===== config.mk =====
export PLATFORM = sky130hd
export DESIGN_NAME = srcg_ctrl
export DESIGN_NICKNAME = d
export VERILOG_FILES = /design/src/srcg_pkg.sv /design/src/srcg_ctrl.sv
export SDC_FILE = /design/constraint.sdc
export NUM_CORES = 1
export LEC_CHECK = 0
export BUFFER_PORTS_ARGS = -buffer_cell sky130_fd_sc_hd__buf_2
export CAP_MARGIN = 20
export CORE_AREA = 2 2 39 41
export CTS_BUF_LIST = sky130_fd_sc_hd__clkbuf_4
export DETAILED_ROUTE_END_ITERATION = 12
export DIE_AREA = 0 0 41 43
export PLACE_DENSITY_LB_ADDON = 0.3
export SLEW_MARGIN = 40
export SYNTH_ARGS = -nofsm -noshare
export SYNTH_HDL_FRONTEND = slang
export SYNTH_SLANG_ARGS = --single-unit

===== constraint.sdc =====
create_clock -name clock -period 1.8 [get_ports clock]
set_input_delay 0.09 -clock clock [delete_from_list [all_inputs] [get_ports clock]]
set_output_delay 0.09 -clock clock [all_outputs]
set_load 0.01 [all_outputs]

===== src/srcg_pkg.sv =====
// package for the strided region chunk generator
// holds widths, register indexes, axis setup and the structs shared by the modules
// no dependencies
package srcg_pkg;

   // field widths
   localparam int CNT_W      = 11;
   localparam int NB_W       = 7;
   localparam int START_W    = 10;
   localparam int CAP_W      = 32;
   localparam int OFS_W      = 36;
   localparam int SIZE_W     = 37;
   localparam int INNER_W    = 31;
   localparam int REQ_DATA_W = 64;
   localparam int RSP_DATA_W = 80;
   localparam int CSR_IDX_W  = 3;
   localparam int CSR_DATA_W = 11;

   // axis setup
   localparam bit HAVE_X         = 1'b1;
   localparam bit HAVE_Y         = 1'b1;
   localparam bit HAVE_Z         = 1'b1;
   localparam int MAX_AXIS_NODES = 1024;
   localparam int MAX_NODE_BYTES = 64;
   localparam int LIMIT_W        = 17;

   // place of each present axis in the merge list, fastest first
   localparam int POS_Z     = 0;
   localparam int POS_Y     = int'(HAVE_Z);
   localparam int POS_X     = int'(HAVE_Z) + int'(HAVE_Y);
   localparam int NPRES     = int'(HAVE_Z) + int'(HAVE_Y) + int'(HAVE_X);
   localparam int ENT_DEPTH = 6;

   // divider: four quotient bits per cycle
   localparam int DIV_BITS   = 4;
   localparam int DIV_CYCLES = CAP_W / DIV_BITS;
   localparam int DIV_CNT_W  = $clog2(DIV_CYCLES);

   // register indexes
   localparam logic [CSR_IDX_W-1:0] REG_ARRAY_X    = 3'd0;
   localparam logic [CSR_IDX_W-1:0] REG_ARRAY_Y    = 3'd1;
   localparam logic [CSR_IDX_W-1:0] REG_ARRAY_Z    = 3'd2;
   localparam logic [CSR_IDX_W-1:0] REG_BOX_X      = 3'd3;
   localparam logic [CSR_IDX_W-1:0] REG_BOX_Y      = 3'd4;
   localparam logic [CSR_IDX_W-1:0] REG_BOX_Z      = 3'd5;
   localparam logic [CSR_IDX_W-1:0] REG_NODE_BYTES = 3'd6;

   // request kinds
   localparam logic CMD_START = 1'b0;
   localparam logic CMD_NEXT  = 1'b1;

   typedef struct packed {
      logic [CNT_W-1:0] array_x;
      logic [CNT_W-1:0] array_y;
      logic [CNT_W-1:0] array_z;
      logic [CNT_W-1:0] box_x;
      logic [CNT_W-1:0] box_y;
      logic [CNT_W-1:0] box_z;
      logic [NB_W-1:0]  node_bytes;
   } cfg_type;

   typedef struct packed {
      logic capture;
      logic div_start;
      logic start_commit;
      logic next_commit;
   } dp_cmd_type;

   typedef struct packed {
      logic is_next;
      logic div_done;
      logic out_free;
   } dp_status_type;

   typedef struct packed {
      logic [CNT_W-1:0]   cnt;
      logic [INNER_W-1:0] nodes;
      logic [SIZE_W-1:0]  stride;
      logic               eq;
   } entry_type;

endpackage


===== src/srcg_ctrl.sv =====
// controller: sequences start and next requests over the datapath
// depends on srcg_pkg
module srcg_ctrl
   import srcg_pkg::*;
(
   input  logic          clock,
   input  logic          reset,
   input  logic          req_tvalid,
   output logic          req_tready,
   input  dp_status_type status,
   output dp_cmd_type    cmd
);

   localparam logic [2:0] ST_IDLE    = 3'd0;
   localparam logic [2:0] ST_DECODE  = 3'd1;
   localparam logic [2:0] ST_SMUL2   = 3'd2;
   localparam logic [2:0] ST_SMUL3   = 3'd3;
   localparam logic [2:0] ST_SCOMMIT = 3'd4;
   localparam logic [2:0] ST_NDIV    = 3'd5;
   localparam logic [2:0] ST_NCOMMIT = 3'd6;

   logic [2:0] state_ff, state_in;

   always_comb begin
      state_in = state_ff;
      cmd      = '0;
      case (state_ff)
         ST_IDLE: begin
            if (req_tvalid) begin
               cmd.capture = 1'b1;
               state_in    = ST_DECODE;
            end
         end
         ST_DECODE: begin
            if (status.is_next) begin
               cmd.div_start = 1'b1;
               state_in      = ST_NDIV;
            end else begin
               state_in = ST_SMUL2;
            end
         end
         ST_SMUL2: begin
            state_in = ST_SMUL3;
         end
         ST_SMUL3: begin
            state_in = ST_SCOMMIT;
         end
         ST_SCOMMIT: begin
            if (status.out_free) begin
               cmd.start_commit = 1'b1;
               state_in         = ST_IDLE;
            end
         end
         ST_NDIV: begin
            if (status.div_done) begin
               state_in = ST_NCOMMIT;
            end
         end
         ST_NCOMMIT: begin
            if (status.out_free) begin
               cmd.next_commit = 1'b1;
               state_in        = ST_IDLE;
            end
         end
         default: begin
            state_in = ST_IDLE;
         end
      endcase
   end

   always_ff @(posedge clock) begin
      if (reset) begin
         state_ff <= ST_IDLE;
      end else begin
         state_ff <= state_in;
      end
   end

   assign req_tready = (state_ff == ST_IDLE);

endmodule


======== After elaboration in Yosys (flattened, before gate mapping) ========
Index checks and enable logic that the tools add are counted.
operators by class
  equality and inequality tests ........... 9
  mux-type cells .......................... 12
  reductions and logical operators ........ 3
operators by type and width
  kind                                                                      number
  3-bit one-hot mux with 6 select lines                                     1
  3-bit 2-to-1 mux                                                          4
  3-bit equality test (second input constant)                               3
  1-bit 2-to-1 mux                                                          7
  3-bit by 2-bit equality test with 1-bit output (second input constant)    2
  2-bit inequality test (second input constant)                             2
  3-bit by 1-bit equality test with 1-bit output (second input constant)    1
  3-bit zero test                                                           1
  3-bit AND reduction                                                       1
  2-bit by 1-bit inequality test with 1-bit output (second input constant)  1
  2-bit OR reduction                                                        1
word-level totals
  flip-flop bits (word level) ............. 3
  input port bits ......................... 6
  output and inout port bits .............. 5
  logic and storage cells ................. 25

======== Logic depth before layout (Yosys ltp) ========
Gate-level depths: netlist of run 1.
  depth after elaboration ................. 4
  mapped depth ............................ 4
  mapped depth without buffers ............ 3

======== Least setup slack after synthesis of run 1 ========
Ideal clock, no wire load.
  kind .................................... reg2out
  start point ............................. register state_ff[2]
  end point ............................... output port cmd[3] (netlist bit)
  arrival ................................. 1.031 ns
  data required time ...................... 1.710 ns
  slack ................................... 0.679 ns
  cell stages (with the launch flop) ...... 4
  buffers on the path ..................... 1
  path through ............................ dfxtp_1 buf_6 nor3_1 and2_1
RTL lines
  what                    RTL line         source
  from (decl)             srcg_ctrl.sv:22  logic [2:0] state_ff, state_in;
  from (signal assigned)  srcg_ctrl.sv:75  state_ff <= state_in;
  to (decl)               srcg_ctrl.sv:11  output dp_cmd_type cmd

==> impl_results.md, run 1 <==
* Number of violations of the max-capacitance limit at 0
* End of the worst register-to-register path: state_ff[0]
* Startpoint of the most critical register-to-register path: state_ff[2]
* Element type at the critical path end: primary output
* Post-synthesis cell area at 248 um2
* Die span in x at 41 um
* Worst skew pair latency at 230 ps
* Area growth from synthesis to final layout at 28.3%
* Class of the tightest hold or removal check: in -> reg
* GR Layer Usage met2 at 7.81%
* Count of flip-flops with a built-in enable after synthesis at 0
* Slew @ Worst Pin at 399 ps
* All-Layer GR Usage at 6.92%
* Synthesized Nets at 37
* Unrepaired setup endpoints after global routing: false
* Crit path arrival time at 1200 ps
* Postcts setup bufs at 0
* Worst clock skew on the final layout at 2.61 ps
* Clock root buffer master: sky130_fd_sc_hd__clkbuf_4
* GR Overflow Total at 0
* CP required at 1710 ps
* I/O pin count at 11
* Final WL at 549 um
* Result of the run: finished clean
* Antenna cells at 0
* Total setup violations reported at the end of the flow at 0
* Number of search-and-repair iterations in the first detailed-routing pass at 2
* Non-filler cells, final at 58
* Post-detailed-route count of antenna-violating nets at 0
* Maximum count of clock buffers along a single path at 2
* End of the critical path: cmd[3]
* Distinct cell type count of the synthesized netlist at 20
* Overall die area at 1760 um2
* Starting density of the core at 17.9%
* Final Hold Vio Count at 0
* Share of the cycle needed by the critical path after routing at 71.7%
* Chip Height at 43 um
* Worst R2R Path Depth at 3
* Number of design rule violations left after detail routing at 0
* DPL Wire Length at 381 um
* Cell total after placement at 54
* Flip-flop count of the largest register, all copies and words added at 3
* First element of the critical path: state_ff[2]
* Core Area at 1380 um2
* Met3 global-route usage at 6.28%
* Vias in the first global route at 198
* Routed via count at 241
* Flop2flop setup slack at 560 ps
* Post-synthesis average cell area at 7.99 um2
* Initial antenna violation count at 0
* Most flop-heavy register: state_ff
* Synth top area cells: sky130_fd_sc_hd__dfxtp_1 24%, sky130_fd_sc_hd__buf_6 9.1%, sky130_fd_sc_hd__o21ai_0 6.1%
* Library cell with the largest summed area after synthesis: sky130_fd_sc_hd__dfxtp_1
* Final layout net count at 49
* Proportion of netlist area held by the largest area contributor at 24.2%
* Largest net degree at the start of global routing at 14
* Fraction of final layout cells sized beyond drive strength 1 at 47.6%
* Synthesis Warnings at 0
* Setup Total Neg Slack at 0 ps
* GRT Max-Usage Layer: met1
* Time the final worst path needs with I/O delays and setup at 1290 ps
* Peak supply drop at 0.376 mV
* Primary flip-flop cell chosen by synthesis mapping: sky130_fd_sc_hd__dfxtp_1
* CTS tree: yes
* Critical path class: reg -> out
* Average wire per standard cell at 9.47 um
* Cells after Synth at 31
* Worst slew margin at 73.4%
* Hold-fix buffers, CTS at 0
* First-iteration detailed-routing DRC count at 4
* Inserted Clock Buffers at 3
* Proportion of register bits with asynchronous set or reset after synthesis at 0%
* Clock transition at the register clock pins on the worst setup and hold paths after CTS at 40 ps
* Category of the worst setup path launch point: flip-flop
* Std-Cell Rows at 14
* Power per unit of standard cell area at 895 nW/um2
* Met1 routing resource usage after global routing at 9.29%
* First-pass GRT wire length at 765 um
* Cts repair resizes at 0
* Level count of the clock H-tree at 1
* CP Max Fanout at 13
* Fin. max-slew vios at 0
* GPL Wtd Cong at 0.660
* Synthesized flop and latch total at 3
* Highest achievable clock rate at 0.775 GHz
* Cell types with the highest counts after synthesis: 3 x sky130_fd_sc_hd__dfxtp_1, 3 x sky130_fd_sc_hd__nand2_1, 3 x sky130_fd_sc_hd__o21ai_0
* Via density per instance at 4.16
* Count of buffers inserted at the top-level ports at 10
* Largest registers: state_ff (3)
* Clock Sink Count at 3
* Static Leak at 0.000158 uW
* Share of synthesized area occupied by flip-flops and latches at 24.2%
==> area by class of cell <==
type / count / area [um2]
Timing Repair Buffer: 10 / 50.0
Tap cell: 16 / 20.0
Fill cell: 159 / 1070
Multi-Input combinational cell: 24 / 154
Inverter: 1 / 3.75
Clock buffer: 4 / 30.0
Sequential cell: 3 / 60.1
==> kinds of logic after synthesis <==
kind of cell	Yosys count	share of synthesized area [%]
simple gates	16	38.4
buf+inv	4	13.6
compound gates	8	23.7
flops	3	24.2
==> through the flow <==
step           hold WS [ps]  total power, uW  util [%]  instance area, um2  setup slack [ps]
4_1_cts                49.5              292      23.0                 318               502
3_3_place_gp            295              151      20.8                 288               595
2_1_floorplan           156              137         -                 248               679
5_1_grt                46.9              311      23.0                 318               426
6_report               54.7              285      23.0                 318               509
3_5_place_dp            295              151      20.8                 288               571
==> placed cells by master (no fill, tap or decap) <==
| cell | netlist | final |
|---|---|---|
| sky130_fd_sc_hd__nor3_1 | 2 | 2 |
| sky130_fd_sc_hd__buf_2 | 0 | 10 |
| sky130_fd_sc_hd__a211o_1 | 1 | 1 |
| sky130_fd_sc_hd__a221oi_2 | 1 | 1 |
| sky130_fd_sc_hd__and3_2 | 2 | 2 |
| sky130_fd_sc_hd__o21ai_0 | 3 | 3 |
| sky130_fd_sc_hd__and2b_2 | 1 | 1 |
| sky130_fd_sc_hd__and2_1 | 2 | 2 |
| sky130_fd_sc_hd__nand3b_1 | 1 | 1 |
| sky130_fd_sc_hd__nor3_2 | 1 | 1 |
| sky130_fd_sc_hd__a21o_2 | 1 | 1 |
| sky130_fd_sc_hd__dfxtp_1 | 3 | 3 |
| sky130_fd_sc_hd__nand2b_1 | 1 | 1 |
| sky130_fd_sc_hd__nor2b_1 | 1 | 1 |
| sky130_fd_sc_hd__a31oi_1 | 1 | 1 |
| sky130_fd_sc_hd__clkbuf_4 | 0 | 4 |
| sky130_fd_sc_hd__a21oi_1 | 1 | 1 |
| sky130_fd_sc_hd__nor2_1 | 2 | 2 |
| sky130_fd_sc_hd__nand2_1 | 3 | 3 |
| sky130_fd_sc_hd__inv_1 | 1 | 1 |
==> layer usage <==
metal  vias to the layer above  wire length (um)
met5                         -                 0
met4                         0                 0
met3                         0                52
met2                        11               215
met1                       100               282
li1                        130                 -
==> worst min path at each step <==
| stage | startpoint | end | slack (ps) | cells past startpoint |
|---|---|---|---|---|
| after floorplan | reset | state_ff[0] | 160 | 1 |
| after global placement | reset | state_ff[0] | 290 | 2 |
| after detailed placement | reset | state_ff[0] | 300 | 2 |
| after CTS | reset | state_ff[0] | 50 | 2 |
| after global routing | reset | state_ff[0] | 50 | 2 |
| final | reset | state_ff[0] | 50 | 2 |
==> worst max-delay path, stage by stage (launching register included) <==
cell                      delay [ps]
sky130_fd_sc_hd__dfxtp_1         550
sky130_fd_sc_hd__nor3_1          120
sky130_fd_sc_hd__and2_1          170
sky130_fd_sc_hd__buf_2           130
==> power breakdown <==
part / internal, uW / switching, uW
clock: 98.2 / 36.0
combinational: 33.1 / 28.7
sequential: 73.2 / 15.3
(Power assumes the default switching activity.)
==> run 2, diff against run 1 <==
==> constraint.sdc (replaced) <==
create_clock -name clock -period 1.1 [get_ports clock]
set_input_delay 0.055 -clock clock [delete_from_list [all_inputs] [get_ports clock]]
set_output_delay 0.055 -clock clock [all_outputs]
set_load 0.01 [all_outputs]
==> impl_results.md, run 2 (synthesis results as in run 1) <==
* Result of the run: finished, violations left
* Violated checks: negative setup slack
* Via density per instance at 4.34 (+4.4%)
* GPL Wtd Cong at 0.697 (+5.6%)
* Share of the cycle needed by the critical path after routing at 105%
* Commonest non-fill, non-tap cell in the layout: sky130_fd_sc_hd__buf_2
* Final Hold Vio Count at 0 (unchanged)
* Number of violations of the max-capacitance limit at 0 (unchanged)
* Leading cell types in the layout, fill and taps excluded: 10 x sky130_fd_sc_hd__buf_2, 4 x sky130_fd_sc_hd__clkbuf_4, 4 x sky130_fd_sc_hd__buf_4
* Startpoint of the most critical register-to-register path: state_ff[2]
* Worst skew pair latency at 230 ps (about the same)
* CP Max Fanout at 4 (-9)
* Chip Height at 43 um (unchanged)
* Largest net degree at the start of global routing at 8 (-6)
* Level count of the clock H-tree at 1 (unchanged)
* Maximum count of clock buffers along a single path at 2 (unchanged)
* Antenna cells at 0 (unchanged)
* Largest registers: state_ff (3)
* GR Overflow Total at 0 (unchanged)
* Clock transition at the register clock pins on the worst setup and hold paths after CTS at 40 ps (about the same)
* CTS tree: yes
* All-Layer GR Usage at 8.03% (+1.1 points)
* Core Area at 1380 um2 (unchanged)
* Clock Sink Count at 3 (unchanged)
* Class of the tightest hold or removal check: in -> reg
* CP required at 1040 ps (-670 ps)
* First-iteration detailed-routing DRC count at 5 (+1)
* I/O pin count at 11 (unchanged)
* Count of buffers inserted at the top-level ports at 10 (unchanged)
* Peak supply drop at 0.373 mV (-0.82%)
* Utilization after layout at 29.6% (+6.6 points)
* Routed via count at 282 (+17%)
* Time the final worst path needs with I/O delays and setup at 1150 ps
* Std-Cell Rows at 14 (unchanged)
* Number of search-and-repair iterations in the first detailed-routing pass at 4 (+2)
* Crit path arrival time at 1100 ps (-100 ps)
* Flip-flop count of the largest register, all copies and words added at 3 (unchanged)
* Number of design rule violations left after detail routing at 0 (unchanged)
* Post-detailed-route count of antenna-violating nets at 0 (unchanged)
* Static Leak at 0.000208 uW (+31%)
* Worst slew margin at 85.8% (+12 points)
* Initial antenna violation count at 0 (unchanged)
* Final worst slack at -52.4 ps (-562 ps)
* Die span in x at 41 um (unchanged)
* Most flop-heavy register: state_ff
* Clock root buffer master: sky130_fd_sc_hd__clkbuf_4
* Total setup violations reported at the end of the flow at 3 (+3)
* Category of the worst setup path launch point: flip-flop
* Worst clock skew on the final layout at 3.89 ps (+1.28 ps)
* First-pass GRT wire length at 924 um (+21%)
* Fraction of final layout cells sized beyond drive strength 1 at 67.3% (+20 points)
* Unrepaired setup endpoints after global routing: true
* Worst R2R Path Depth at 3 (unchanged)
* End of the worst register-to-register path: state_ff[0]
* Flop2flop setup slack at 50 ps (-510 ps)
* Slew @ Worst Pin at 210 ps (-189 ps)
* First element of the critical path: state_ff[0]
* Area growth from synthesis to final layout at 65.2%
* End of the critical path: cmd[0]
* DPL Wire Length at 471 um (+24%)
* Starting density of the core at 17.9% (unchanged)
* Final WL at 647 um (+18%)
* Final layout net count at 56 (+14%)
* Highest achievable clock rate at 0.868 GHz
* Fin. max-slew vios at 0 (unchanged)
* Inserted Clock Buffers at 3 (unchanged)
* Power per unit of standard cell area at 1300 nW/um2 (+45%)
* Vias in the first global route at 240 (+21%)
* Element type at the critical path end: primary output
* Critical path class: reg -> out
* Average wire per standard cell at 9.95 um (+5.2%)
* Overall die area at 1760 um2 (unchanged)
* Worst-case setup slack after placement at 23.3 ps (-548 ps)
run 2: changes by cell type in the layout (fill, tap and decap cells not counted):
| cell | previous run | this run |
|---|---|---|
| sky130_fd_sc_hd__nor3_2 | 1 | 2 |
| sky130_fd_sc_hd__nor2b_2 | 0 | 1 |
| sky130_fd_sc_hd__nor2b_1 | 1 | 0 |
| sky130_fd_sc_hd__buf_4 | 0 | 4 |
| sky130_fd_sc_hd__nor3_1 | 2 | 0 |
| sky130_fd_sc_hd__buf_6 | 0 | 3 |
| sky130_fd_sc_hd__nor3_4 | 0 | 1 |
| sky130_fd_sc_hd__dfxtp_1 | 3 | 0 |
| sky130_fd_sc_hd__dfxtp_4 | 0 | 2 |
| sky130_fd_sc_hd__dfxtp_2 | 0 | 1 |
run 2: repair_timing:
| action | 4_1_cts | 5_1_grt |
|---|---|---|
| resized for setup | 9 | 3 |
| pin swaps | 2 | 1 |
| hold buffers | 0 | 0 |
| cloned | 0 | 0 |
| setup endpoints to repair | 5 | 5 |
| setup buffers | 1 | 0 |
run 2: area by class of cell:
type / count / area, um2
inverter: 1 / 3.75
fill: 149 / 975
timing repair buffer: 17 / 114
tap: 16 / 20.0
multi-input combinational: 24 / 173
sequential: 3 / 68.8
clock buffer: 4 / 30.0
run 2: power by group:
group	internal [uW]	total, uW	switching [uW]	leakage, uW
clock	161	220	59.8	0.0000184
combinational	98.5	173	74.1	0.000163
sequential	122	138	16.3	0.0000264
run 2: how the worst min path moves through the flow:
stage / from / endpoint / cells after the start
after detailed placement: reset / state_ff[0] / 2
final: reset / state_ff[0] / 2
after floorplan: reset / state_ff[0] / 1
after global placement: reset / state_ff[0] / 2
after global routing: reset / state_ff[0] / 2
after CTS: reset / state_ff[0] / 2
run 2: worst max-delay path, stage by stage, from the launching register on:
cell	delay, ps
sky130_fd_sc_hd__dfxtp_4	350
sky130_fd_sc_hd__nor2b_2	120
sky130_fd_sc_hd__buf_4	120
sky130_fd_sc_hd__and3_2	160
sky130_fd_sc_hd__buf_2	120
run 2: through the flow:
step                      power [uW]  area, um2  std cells  hold slack (ps)  TNS [ps]
after global placement           277        333         60              267         0
after floorplan                  225        248         31              121         0
after detailed placement         279        333         60              274         0
after global routing             565        409         65             19.9      -358
final                            531        409         65             18.6      -110
after CTS                        531        397         65             14.3      -151
run 2: routing by layer:
layer	up-vias	track usage (%)	part of all wire (%)
met1	124	9.65	47
met5	-	0	0
li1	143	-	-
met4	0	8.00	0
met3	0	1.57	6.6
met2	15	10.9	47
==> run 3, diff against run 2 <==
==> constraint.sdc (replaced) <==
create_clock -name clock -period 1.1 [get_ports clock]
set_input_delay 0.11 -clock clock [delete_from_list [all_inputs] [get_ports clock]]
set_output_delay 0.11 -clock clock [all_outputs]
set_load 0.01 [all_outputs]
==> impl_results.md, run 3 (synthesis results as in run 1) <==
* Result of the run: finished, violations left
* Violated checks: negative setup slack
* Fin. max-slew vios at 0 (unchanged)
* Element type at the critical path end: primary output
* Initial antenna violation count at 0 (unchanged)
* CTS tree: yes
* Inserted Clock Buffers at 3 (unchanged)
* Worst-case setup slack after placement at 39.4 ps (+16.1 ps)
* Static Leak at 0.000225 uW (+8.3%)
* Critical path, cell by cell: buf_6 > nand2_4 > nor3_2 > buf_2
* Vias in the first global route at 216 (-10%)
* Number of design rule violations left after detail routing at 0 (unchanged)
* Count of buffers inserted at the top-level ports at 10 (unchanged)
* Largest net degree at the start of global routing at 7 (-1)
* Area growth from synthesis to final layout at 77.3%
* Power per unit of standard cell area at 1240 nW/um2 (-4.1%)
* Slew @ Worst Pin at 214 ps (+3.49 ps)
* Chip Height at 43 um (unchanged)
* DPL Wire Length at 440 um (-6.6%)
* Final layout net count at 57 (+1.8%)
* Routed via count at 287 (+1.8%)
* Final worst slack at -48.7 ps (+3.69 ps)
* Clock transition at the register clock pins on the worst setup and hold paths after CTS at 40 ps (about the same)
* Final Hold Vio Count at 0 (unchanged)
* I/O pin count at 11 (unchanged)
* Flip-flop count of the largest register, all copies and words added at 3 (unchanged)
* Largest registers: state_ff (3)
* Level count of the clock H-tree at 1 (unchanged)
* First-iteration detailed-routing DRC count at 5 (unchanged)
* Unrepaired setup endpoints after global routing: true
* GR Overflow Total at 0 (unchanged)
* Leading cell types in the layout, fill and taps excluded: 9 x sky130_fd_sc_hd__buf_2, 5 x sky130_fd_sc_hd__buf_6, 4 x sky130_fd_sc_hd__clkbuf_4, 4 x sky130_fd_sc_hd__buf_4
* Die span in x at 41 um (unchanged)
* Max stage delay cell, worst path: sky130_fd_sc_hd__dfxtp_4
* Via density per instance at 4.35 (+0.23%)
* Peak supply drop at 0.402 mV (+7.7%)
* All-Layer GR Usage at 8.63% (+0.59 points)
* CP Max Fanout at 6 (+2)
* Worst slew margin at 85.6% (-0.24 points)
* Class of the tightest hold or removal check: in -> reg
* Starting density of the core at 17.9% (unchanged)
* Antenna cells at 0 (unchanged)
* CP max stage delay at 390 ps (+40 ps)
* Share of the cycle needed by the critical path after routing at 104% (-0.34 points)
* Category of the worst setup path launch point: flip-flop
* Commonest non-fill, non-tap cell in the layout: sky130_fd_sc_hd__buf_2
* Most flop-heavy register: state_ff
* Core Area at 1380 um2 (unchanged)
* Clock Sink Count at 3 (unchanged)
* Worst clock skew on the final layout at 8.92 ps (+5.03 ps)
* Maximum count of clock buffers along a single path at 2 (unchanged)
* Highest achievable clock rate at 0.871 GHz (+0.32%)
* Average wire per standard cell at 9.97 um (+0.16%)
* First-pass GRT wire length at 924 um (unchanged)
* Number of violations of the max-capacitance limit at 0 (unchanged)
* Final WL at 658 um (+1.7%)
* Worst hold path startpoint: reset
* Post-detailed-route count of antenna-violating nets at 0 (unchanged)
* Worst skew pair latency at 240 ps (about the same)
* Number of search-and-repair iterations in the first detailed-routing pass at 4 (unchanged)
* Total power after layout at 546 uW (+2.9%)
* Fraction of final layout cells sized beyond drive strength 1 at 70.0% (+2.7 points)
* Utilization after layout at 31.7% (+2.2 points)
* Startpoint of the most critical register-to-register path: state_ff[1]
* Crit path arrival time at 1040 ps (-60 ps)
* Total setup violations reported at the end of the flow at 4 (+1)
* CP required at 990 ps (-50 ps)
* Std-Cell Rows at 14 (unchanged)
* Hold-fix buffers, CTS at 0 (unchanged)
* Critical path class: reg -> out
* Time the final worst path needs with I/O delays and setup at 1150 ps (-3.69 ps)
* Overall die area at 1760 um2 (unchanged)
* Clock root buffer master: sky130_fd_sc_hd__clkbuf_4
* GPL Wtd Cong at 0.726 (+4.1%)
* First element of the critical path: state_ff[0]
## run 3: cell types whose count changed in the layout (fill, tap and decap cells not counted)
cell,before,now
sky130_fd_sc_hd__buf_2,10,9
sky130_fd_sc_hd__buf_6,3,5
sky130_fd_sc_hd__nand2_1,3,2
sky130_fd_sc_hd__nand2_4,0,1
sky130_fd_sc_hd__nor2b_2,1,0
sky130_fd_sc_hd__nor2b_4,0,1
sky130_fd_sc_hd__o21ai_0,3,2
sky130_fd_sc_hd__o21ai_1,0,1
## run 3: area by class of cell
| class | count | area [um2] |
|---|---|---|
| Inverter | 1 | 3.75 |
| Fill cell | 145 | 945 |
| Tap cell | 16 | 20.0 |
| Timing Repair Buffer | 18 | 131 |
| Multi-Input combinational cell | 24 | 185 |
| Clock buffer | 4 | 30.0 |
| Sequential cell | 3 | 68.8 |
## run 3: critical path: cells and delay by family (launching register included)
kind	cells	cell delay, ps
DFF	1	390
buffers and inverters	2	280
and+or+nand+nor	2	130
## run 3: layer usage
metal / track usage (%) / vias up / wire length (um)
met4: 12.0 / 0 / 20
met5: 0 / - / 0
met3: 1.57 / 2 / 44
li1: - / 146 / -
met1: 11.9 / 124 / 339
met2: 8.75 / 15 / 253
## run 3: final timing paths
check	endpoint	slack, ps	depth (start not counted)
worst min-delay path	state_ff[0]	50	2
worst min register to register	state_ff[0]	610	2
worst max-delay path	cmd[2]	-50	4
worst max register to register	state_ff[0]	30	4
## run 3: timing repair
item,4_1_cts,5_1_grt
setup endpoints to repair,5,6
resized for setup,15,2
pin swaps,4,1
setup buffers,3,0
## run 3: through the flow
step / hold slack, ps / TNS, ps / std cells / instance area, um2
floorplan: 176 / 0 / 31 / 253
global placement: 312 / 0 / 59 / 330
detailed placement: 313 / 0 / 59 / 330
CTS: 45.1 / -139 / 66 / 434
global route: 55.2 / -351 / 66 / 439
finish: 54.2 / -127 / 66 / 439
## run 3: power breakdown
group	internal, uW	total (uW)	switching [uW]	leakage, uW
combinational	103	177	74.4	0.000180
clock	161	228	66.4	0.0000184
sequential	121	142	20.7	0.0000264
